--- src/ftt_pkg.sv ---
package ftt_pkg;

   localparam int FLOW_ENTRIES_DEF = 64;

   localparam logic [1:0] KIND_PROGRESS = 2'd1;
   localparam logic [1:0] KIND_FIN      = 2'd2;

   localparam logic [7:0] TYPE_NONE = 8'd0;
   localparam logic [7:0] TYPE_MISC = 8'd1;

   localparam logic [31:0] STAMP_MAX = 32'hFFFF_FFFF;

   typedef struct packed {
      logic [1:0]  req_type;
      logic [31:0] src_ip;
      logic [15:0] src_port;
      logic [31:0] dst_ip;
      logic [15:0] dst_port;
      logic [7:0]  data_type_in;
      logic [3:0]  encode_type_in;
      logic [3:0]  compress_type_in;
      logic [31:0] now_seconds;
   } req_data_type;

   typedef struct packed {
      logic [31:0] sequence_stamp;
      logic [7:0]  data_type_out;
      logic [3:0]  encode_type_out;
      logic [3:0]  compress_type_out;
      logic        table_full;
   } rsp_data_type;

   typedef struct packed {
      logic [31:0] src_ip;
      logic [31:0] dst_ip;
      logic [15:0] src_port;
      logic [15:0] dst_port;
   } key_type;

   typedef struct packed {
      logic [31:0] stamp;
      logic [7:0]  dtype;
      logic [3:0]  etype;
      logic [3:0]  ctype;
   } rec_type;

endpackage

--- src/ftt_stamp.sv ---
module ftt_stamp (
   input  logic        clock,
   input  logic        reset,
   input  logic        advance,
   input  logic [31:0] now_seconds,
   output logic [31:0] fresh_stamp
);

   logic [31:0] last_stamp_ff;
   logic [31:0] last_stamp_in;

   always_comb begin
      if (now_seconds > last_stamp_ff) begin
         fresh_stamp = now_seconds;
      end else if (last_stamp_ff == ftt_pkg::STAMP_MAX) begin
         fresh_stamp = ftt_pkg::STAMP_MAX;
      end else begin
         fresh_stamp = last_stamp_ff + 32'd1;
      end
      last_stamp_in = advance ? fresh_stamp : last_stamp_ff;
   end

   always_ff @(posedge clock) begin
      if (reset) begin
         last_stamp_ff <= '0;
      end else begin
         last_stamp_ff <= last_stamp_in;
      end
   end

endmodule

--- config.mk ---
export PLATFORM = sky130hd
export DESIGN_NAME = ftt_stamp
export DESIGN_NICKNAME = d
export VERILOG_FILES = /design/src/ftt_pkg.sv /design/src/ftt_stamp.sv
export SDC_FILE = /design/constraint.sdc
export NUM_CORES = 1
export LEC_CHECK = 0
export BUFFER_PORTS_ARGS = -buffer_cell sky130_fd_sc_hd__clkbuf_2
export CAP_MARGIN = 20
export CORE_MARGIN = 5
export CORE_UTILIZATION = 40
export CTS_CLUSTER_SIZE = 14
export DETAILED_ROUTE_END_ITERATION = 16
export RECOVER_POWER = 100
export SYNTH_ARGS = -nofsm -noshare
export SYNTH_HDL_FRONTEND = slang
export SYNTH_SLANG_ARGS = --single-unit
--- constraint.sdc ---
create_clock -name clock -period 7.44 [get_ports clock]
set_clock_uncertainty 0.05 [all_clocks]
set_input_delay 0.744 -clock clock [delete_from_list [all_inputs] [get_ports clock]]
set_output_delay 0.744 -clock clock [all_outputs]
set_load 0.02 [all_outputs]
==> impl_metrics.ini <==
[run_status]
outcome = finished, violations left
violations = capacitance limit, slew limit

[place]
portBuffers = 66
placed_area_um2 = 3791
gp_congestion = 0.8721
place_hpwl_mm = 8.174

[power]
internal_power_mw = 0.3716
switching_power_mw = 0.3232
p_clk_frac = 0.199
power_mw = 0.6948
swShare = 0.4652
ir_drop_mv = 0.1254
powerDensity_nw_per_um2 = 182.0
leakagePower_nw = 1.408
combPwrFrac = 0.483
seqPwrFrac = 0.318

[grt]
gr-total-overflow = 0
antenna_found_initial = 0
grt_max_degree = 58
grt_pass1_wl_mm = 18.18
grt_pass1_vias = 3723
grt_usage = 0.2182

[setup_path]
critPathRequiredTime_ps = 6650
path_max_fanout = 43
critical_path.endpoint_type = primary output
reg2reg_from = last_stamp_ff[27]$_SDFFE_PP0P_
worstSetupStartpoint = last_stamp_ff[27]$_SDFFE_PP0P_
r2r-end = last_stamp_ff[21]$_SDFFE_PP0P_
cp.arrival_ps = 4570
worstSetupPathType = register to primary output
r2r_setup_slack_ps = 2610
reg2reg_depth = 9
startpoint_type = register

[clock_tree]
cts_resized = 0
cts_root_buf = clkbuf_8
ctsHoldBuffers = 0
path_clk_slew_ps = 80
postCtsSetupBuffers = 0
cts_tree = done
htreeDepth = 2
clockBufferDepth = 2
insertion_delay_ps = 290
clock_sinks = 32
cts_buffers = 5

[final_layout]
regArea_um2 = 640.6
largest_reg_flops = 32
final_common_cell = nor2_1
drive_above_1_share = 0.1130
fin_nets = 608
finalInstanceArea_um2 = 3817
reg_top3 = last_stamp_ff: 32 flops
diodes = 0
area_delta_synth_final_pct = 11.19
largest_register = last_stamp_ff
layout.cells.most_common_list = 66 x nor2_1, 44 x a21oi_1, 42 x inv_1
multi_input_area_um2 = 2486
fill_cells = 900

[floorplan]
die-width_um = 102.6
die_h_um = 102.6
dieArea_um2 = 10540
core.rowCount = 33
start_util = 0.4137
io_pins = 67
coreArea_um2 = 8299

[route]
vias = 3860
drt_iter0_drc = 246
drtAntennaViolNets = 0
post_drt_wl_per_cell_um = 17.31
drc = 0
wirelength_mm = 11.17
drt-vias-per-instance = 5.984
first_pass_iters = 5

[sta]
rsz0062_at_grt = no
hold_violations = 0
timing.final.crit_share = 0.7204
finalSetupViolCount = 0
worst_pin_slew_ps = 2069
maxSlewViolCount = 44
min_period_ps = 5360
finalSetupTns_ps = 0
whs_ps = 441.8
slew_headroom = -0.3793
max_clock_freq_mhz = 186.6

[synthesis]
synthDistinctLibCells = 53
netlist_area_um2 = 3433
synth-async-reset-ratio = 0
synth_nets = 561
synthCells = 493
synth_edf_count = 0
yosysWarnings = 0
yosysTopAreaCellShare = 0.1866
post-synth-top-area-cell = dfxtp_1
synth.avg_cell_area_um2 = 6.964
ys_top_cells_by_area = dfxtp_1 19%, ha_1 12%, nor2_1 7.1%
ys_seq_elements = 32
synthFlopType = dfxtp_1
ys_seq_area_frac = 0.1866

[worst_hold_path]
min_to = last_stamp_ff[23]$_SDFFE_PP0P_
hp-start = last_stamp_ff[23]$_SDFFE_PP0P_
whs_path_depth = 2
min-delay-path-class = register to register

[run]
max_cap_violations = 1
-- how the worst max path moves through the flow --
stage                                 end  slack, ps
after floorplan           fresh_stamp[13]       3590
after global placement    fresh_stamp[20]       3020
after detailed placement  fresh_stamp[26]       2930
after CTS                 fresh_stamp[25]       2890
after global routing       fresh_stamp[1]       1590
final                      fresh_stamp[1]       2080
-- per-layer routing --
metal | up-vias | wire, um | GRT usage
met1 | 1811 | 4868 | 0.2759
met5 | - | 0 | 0
met2 | 137 | 5350 | 0.3823
met3 | 11 | 793 | 0.03789
met4 | 0 | 154 | 0.05651
li1 | 1901 | - | -
-- cells in the mapped netlist, drive strengths merged, types with 5 or more instances --
library cell / count
or2: 6
o21ai: 6
a21oi: 44
nor2: 67
clkbuf: 15
a2111oi: 16
buf: 16
nand4: 14
nand2: 39
xnor2: 20
a21o: 5
a22oi: 9
nor3: 31
dfxtp: 32
ha: 33
nor4: 11
a31oi: 9
nand3: 21
inv: 42
o31a: 5
-- cells by family after synthesis --
| group | synth area share |
|---|---|
| xor gates and xnor gates | 0.05102 |
| buffers and inverters | 0.08856 |
| and+or+nand+nor | 0.2857 |
| muxes | 0.002916 |
| adders and majority gates | 0.1203 |
| AOI/OAI and AO/OA | 0.2649 |
| DFF | 0.1866 |
-- critical path: stages, from the launching register on --
cell      delay (ps)
dfxtp_1          490
inv_1            100
ha_1             320
nand4_1          190
nor4_1           490
o311a_1          360
or2_0            190
clkbuf_1        1510
nor3_1           160
nor2_1           200
clkbuf_1         270
-- power by group through the flow --
| stage | combinational (mW) | sequential (mW) | clock [mW] |
|---|---|---|---|
| after floorplan | 0.260 | 0.209 | 0 |
| after CTS | 0.349 | 0.220 | 0.140 |
| after global placement | 0.344 | 0.224 | 0 |
| after detailed placement | 0.348 | 0.225 | 0 |
| after global routing | 0.376 | 0.224 | 0.147 |
| final | 0.336 | 0.221 | 0.138 |
-- metrics by stage --
stage | std cells | setup slack [ps] | utilization
floorplan | 493 | 3585 | -
global placement | 638 | 3018 | 0.4568
detailed placement | 638 | 2931 | 0.4568
CTS | 645 | 2895 | 0.4662
global route | 645 | 1591 | 0.4600
finish | 645 | 2080 | 0.4600
-- final cells by class --
cell class | count | share of cell area
tap | 105 | 0.03441
inverter | 42 | 0.04130
sequential | 32 | 0.1678
clock buffer | 6 | 0.01901
clock inverter | 1 | 0.001311
timing repair buffer | 71 | 0.08489
multi-input combinational | 388 | 0.6513
(Power assumes the default switching activity.)
