$ cat src/ftt_pkg.sv
package ftt_pkg;

   localparam int FLOW_ENTRIES_DEF = 64;

   localparam logic [1:0] KIND_PROGRESS = 2'd1;
   localparam logic [1:0] KIND_FIN      = 2'd2;

   localparam logic [7:0] TYPE_NONE = 8'd0;
   localparam logic [7:0] TYPE_MISC = 8'd1;

   localparam logic [31:0] STAMP_MAX = 32'hFFFF_FFFF;

   typedef struct packed {
      logic [1:0]  req_type;
      logic [31:0] src_ip;
      logic [15:0] src_port;
      logic [31:0] dst_ip;
      logic [15:0] dst_port;
      logic [7:0]  data_type_in;
      logic [3:0]  encode_type_in;
      logic [3:0]  compress_type_in;
      logic [31:0] now_seconds;
   } req_data_type;

   typedef struct packed {
      logic [31:0] sequence_stamp;
      logic [7:0]  data_type_out;
      logic [3:0]  encode_type_out;
      logic [3:0]  compress_type_out;
      logic        table_full;
   } rsp_data_type;

   typedef struct packed {
      logic [31:0] src_ip;
      logic [31:0] dst_ip;
      logic [15:0] src_port;
      logic [15:0] dst_port;
   } key_type;

   typedef struct packed {
      logic [31:0] stamp;
      logic [7:0]  dtype;
      logic [3:0]  etype;
      logic [3:0]  ctype;
   } rec_type;

endpackage

$ cat src/ftt_rec_mem.sv
module ftt_rec_mem #(
   parameter int FLOW_ENTRIES = ftt_pkg::FLOW_ENTRIES_DEF,
   localparam int IDX_W = $clog2(FLOW_ENTRIES)
) (
   input  logic             clock,
   input  logic             wr_en,
   input  logic [IDX_W-1:0] wr_idx,
   input  ftt_pkg::rec_type wr_data,
   input  logic             rd_en,
   input  logic [IDX_W-1:0] rd_idx,
   output ftt_pkg::rec_type rd_data
);

   ftt_pkg::rec_type mem [FLOW_ENTRIES];
   ftt_pkg::rec_type rd_data_ff;

   always_ff @(posedge clock) begin
      if (wr_en) begin
         mem[wr_idx] <= wr_data;
      end
      if (rd_en) begin
         rd_data_ff <= mem[rd_idx];
      end
   end

   assign rd_data = rd_data_ff;

endmodule

$ cat config.mk
export PLATFORM = sky130hd
export DESIGN_NAME = ftt_rec_mem
export DESIGN_NICKNAME = d
export VERILOG_FILES = /design/src/ftt_pkg.sv /design/src/ftt_rec_mem.sv
export SDC_FILE = /design/constraint.sdc
export NUM_CORES = 2
export LEC_CHECK = 0
export BUFFER_PORTS_ARGS = -buffer_cell sky130_fd_sc_hd__buf_4
export CAP_MARGIN = 20
export CORE_UTILIZATION = 55
export DETAILED_ROUTE_END_ITERATION = 10
export GPL_TIMING_DRIVEN = 0
export HOLD_SLACK_MARGIN = 0.05
export PLACE_DENSITY = 0.71
export RECOVER_POWER = 100
export SLEW_MARGIN = 30
export SYNTH_ARGS = -nofsm -noshare
export SYNTH_HDL_FRONTEND = slang
export SYNTH_SLANG_ARGS = --single-unit
$ cat constraint.sdc
create_clock -name clock -period 10.1 [get_ports clock]
set_input_delay 0 -clock clock [delete_from_list [all_inputs] [get_ports clock]]
set_output_delay 0 -clock clock [all_outputs]
set_load 0.05 [all_outputs]
==> summary.md <==
| Metric | Value |
|---|---|
| Leak | `slightly above 40 nW` |
| Hold EP | `mem[9][35]` |
| Setup Viol. Count Final | `0` |
| Area Overhead vs Synth | `12.7%` |
| Post-layout utilization of the core | `0.624` |
| Post-DP Area | `between 100000 and 150000 um2` |
| Netlist Area Pre-Place | `approximately 120000 um2` |
| CP arrival | `roughly 6.0 ns` |
| DP Wirelength | `between 200000 and 250000 um` |
| Die width | `464 um` |
| Yosys top cell area share | `0.797` |
| Vias in the first global route | `approximately 61000` |
| Sw power | `slightly below 6 mW` |
| Ratio of cells with drive above 1 in the final layout | `0.233` |
| Switching share of total power | `0.215` |
| Clock-pin slew on the worst setup and hold paths | `roughly 0.060 ns` |
| Max Cap Viol | `95` |
| Logic pwr share | `0.055` |
| Total GRT Usage | `0.317` |
| Crit-path slowest cell | `nor2_1` |
| Antenna Nets Post-Route | `0` |
| Initial antenna violation count | `11` |
| CTS max path bufs | `4` |
| Die Footprint | `between 200000 and 250000 um2` |
| Initial DRC count | `between 9000 and 10000` |
| Area taken by multi-input logic gates | `~22000 um2` |
| Routed vias | `between 60000 and 70000` |
| Post-Synthesis Cells | `~5000` |
| Worst path most repeated cell | `clkbuf_1` |
| Drt total wl | `~340000 um` |
| TritonCTS Sinks | `around 3100` |
| Placed insts | `a little over 8000` |
| Tmin final | `roughly 5.5 ns` |
| Failing checks | `design-rule violations, negative hold slack, max-capacitance violations, max-slew violations` |
| CTS tree | `done` |
| Via density per instance | `between 6 and 7` |
| Area contributors post-synth | `edfxtp_1 80%, mux4_2 14%, o22ai_1 0.65%, a221oi_1 0.62%, mux2i_1 0.54%` |
| Cell Count, Final, Fillers Out | `about 8700` |
| Worst path buffer plus inverter count | `6` |
| Distinct cells, synth | `35` |
| Setup Skew | `about 0.039 ns` |
| Endpoint class of the critical path | `register` |
| Clock power share | `0.411` |
| Routability cong. | `around 0.86` |
| Unrepaired setup endpoints after global routing | `no` |
| Total Power | `about 27 mW` |
| Starting Density | `0.554` |
| Core area | `between 200000 and 250000 um2` |
| Slew Viols, Final | `~3800` |
| Mapped Nets | `5033` |
| First-pass DRT Iterations | `9` |
| Sequential share of the synthesized area | `0.797` |
| Crit-path cells | `dlygate4sd3_1 -> clkbuf_1 -> or3b_2 -> clkbuf_1 -> nor2_1 -> clkbuf_1 -> clkbuf_1 -> clkbuf_1` |
| Routed length per instance | `a little under 40 um` |
| Maximum VDD drop | `between 0.15 and 0.2 mV` |
| Max-slew headroom | `-1.82` |
| Sequential Power Share | `0.534` |
| Worst R2R Start | `mem[45][11]` |
| Fmax | `roughly 180 MHz` |
| Worst setup SP type | `primary input` |
| First-pass GRT wire length | `around 470000 um` |
| Primary FF master, synth | `edfxtp_1` |
| Final hold violations | `11` |
| Crit Reg-Reg Endpoint | `rd_data[11]` |
| Setup Fix Bufs, Post-CTS | `0` |
| Synth async-reset ratio | `0` |
| Final #Nets | `between 5000 and 6000` |
| Avg Cell Area, Syn | `between 20 and 25 um2` |
| Cell count of the worst hold path | `3` |
| I/O pin cnt | `~110` |
| Hold Crit Class | `primary input to register` |
| GR Overflow Total | `0` |
| FF-to-FF setup slack | `~7.5 ns` |
| Worst skew pair latency | `roughly 0.96 ns` |
| CP Max Fanout | `16` |
| Htree depth | `5` |
| Rows | `~170` |
| Root Buffer | `clkbuf_16` |
| Synth warn | `0` |
| DRC violations left | `10` |
| PwrDens | `around 200 nW/um2` |
| CP required | `10.63 ns` |
| Worst-margin pin slew | `between 4 and 5 ns` |
| Hold path start | `wr_en` |
| Post-synth EDFFs | `about 3100` |
| CP peak stage delay | `1.24 ns` |
| R2R cell count | `5` |
| Post-CTS sizing | `0` |
| Kind of critical path | `primary input to register` |
| Largest area contributor in the netlist | `edfxtp_1` |
| Synth Register Bits | `about 3100` |
| Outcome | `complete, but fails checks` |
| Pint | `about 21 mW` |
| Largest net degree at the start of global routing | `65` |
| Cts bufs inserted | `about 320` |
| Final setup TNS | `0 ns` |
| Die Height | `approximately 460 um` |
| Hold Buf Count CTS | `56` |
| Period utilization | `0.541` |
| Fin area | `133000 um2` |
| CP top delay family | `buffers and inverters` |
| IO Port Bufs | `about 100` |
| Reg area | `about 94000 um2` |
| Hold slack | `-0.115 ns` |
| FILL cells | `between 10000 and 15000` |
placed cells by master, fill, tap and decap left out, types with 3 or more instances in the layout:
cell type / synthesis / routed
a21oi_1: 74 / 74
clkinv_4: 0 / 3
diode_2: 0 / 7
a311oi_1: 11 / 11
nand3_1: 7 / 7
clkbuf_1: 98 / 478
nand2_1: 55 / 55
a221oi_1: 83 / 83
buf_4: 62 / 65
nor3_1: 3 / 3
clkbuf_2: 1 / 25
clkbuf_16: 0 / 329
edfxtp_1: 3120 / 3120
nor2b_1: 24 / 24
nor2_1: 132 / 132
a31o_2: 5 / 5
o221ai_1: 28 / 28
a22oi_1: 72 / 72
nand2b_1: 10 / 10
mux2i_1: 63 / 63
o22ai_1: 122 / 122
or3_1: 3 / 3
clkinv_2: 0 / 41
mux2_2: 12 / 12
mux4_2: 754 / 754
buf_1: 12 / 8
nand3b_1: 5 / 5
clkinv_1: 0 / 64
dlygate4sd3_1: 0 / 56
a211oi_1: 32 / 32
buf_6: 11 / 12
a22o_1: 57 / 57
bufinv_16: 0 / 17
buf_2: 98 / 96
clkinvlp_4: 0 / 4
or2_2: 3 / 3
or3b_2: 4 / 4
power by group through the flow:
stage                     registers (mW)  logic (mW)  clock network, mW
after floorplan                     14.7       0.685                  0
after global placement              14.7        1.40                  0
after detailed placement            14.7        1.48                  0
after CTS                           14.4        1.52               11.1
after global routing                14.4        1.51               11.6
final                               14.4        1.47               11.1
layout make-up:
cell class	instances	area share
antenna	7	0.000132
buffer	282	0.0115
clock buffer	403	0.0642
clock inverter	131	0.00777
multi-input combinational	1568	0.169
sequential	3120	0.707
tap	2821	0.0266
timing repair buffer	384	0.0137
stage by stage:
stage	hold WS, ns	setup WS (ns)
finish	-0.115	4.64
global placement	0.484	1.27
CTS	0.123	7.00
floorplan	0.0989	5.82
detailed placement	0.484	6.01
global route	-0.124	4.69
flip-flops by register name (all words and copies together) (netlist names):
name     count
rd_data     48
mem       3072
cell families (layout without fill, tap and decap cells):
group | count (synthesis) | in the layout | synth area share
simple gates | 253 | 253 | 0.00953
compound gates | 486 | 486 | 0.0301
other cells | 0 | 7 | 0
mux | 829 | 829 | 0.151
buf+inv | 282 | 1200 | 0.0127
flops | 3120 | 3120 | 0.797
worst register-to-register path, stage by stage (launching register included):
cell	delay (ns)
edfxtp_1	0.37
mux4_2	0.50
o221ai_1	0.25
a21oi_1	0.13
a21oi_1	0.69
a221oi_1	0.34
how the worst max path moves through the flow:
stage | start | to | slack [ns] | depth (start not counted)
final | wr_idx[4] | mem[39][42] | 4.64 | 8
after global routing | wr_idx[4] | mem[39][42] | 4.69 | 8
after CTS | rd_idx[3] | rd_data[46] | 7.00 | 7
after detailed placement | rd_idx[1] | rd_data[3] | 6.01 | 9
after global placement | wr_idx[3] | mem[48][7] | 1.27 | 4
after floorplan | wr_idx[3] | mem[48][0] | 5.82 | 4
synth_stat cells (12+ instances only):
| master | n |
|---|---|
| a221oi_1 | 83 |
| mux2i_1 | 63 |
| o22ai_1 | 122 |
| buf_4 | 62 |
| mux4_2 | 754 |
| o221ai_1 | 28 |
| nor2b_1 | 24 |
| clkbuf_1 | 98 |
| mux2_2 | 12 |
| buf_1 | 12 |
| a22o_1 | 57 |
| edfxtp_1 | 3120 |
| nor2_1 | 132 |
| buf_2 | 98 |
| a211oi_1 | 32 |
| nand2_1 | 55 |
| a21oi_1 | 74 |
| a22oi_1 | 72 |
layer usage:
layer,part of all wire,global-route usage,vias up
li1,-,-,22900
met1,0.35,0.431,32100
met2,0.46,0.486,4966
met3,0.12,0.0676,985
met4,0.066,0.172,6
met5,0.00011,0,-
(Power assumes the default switching activity.)
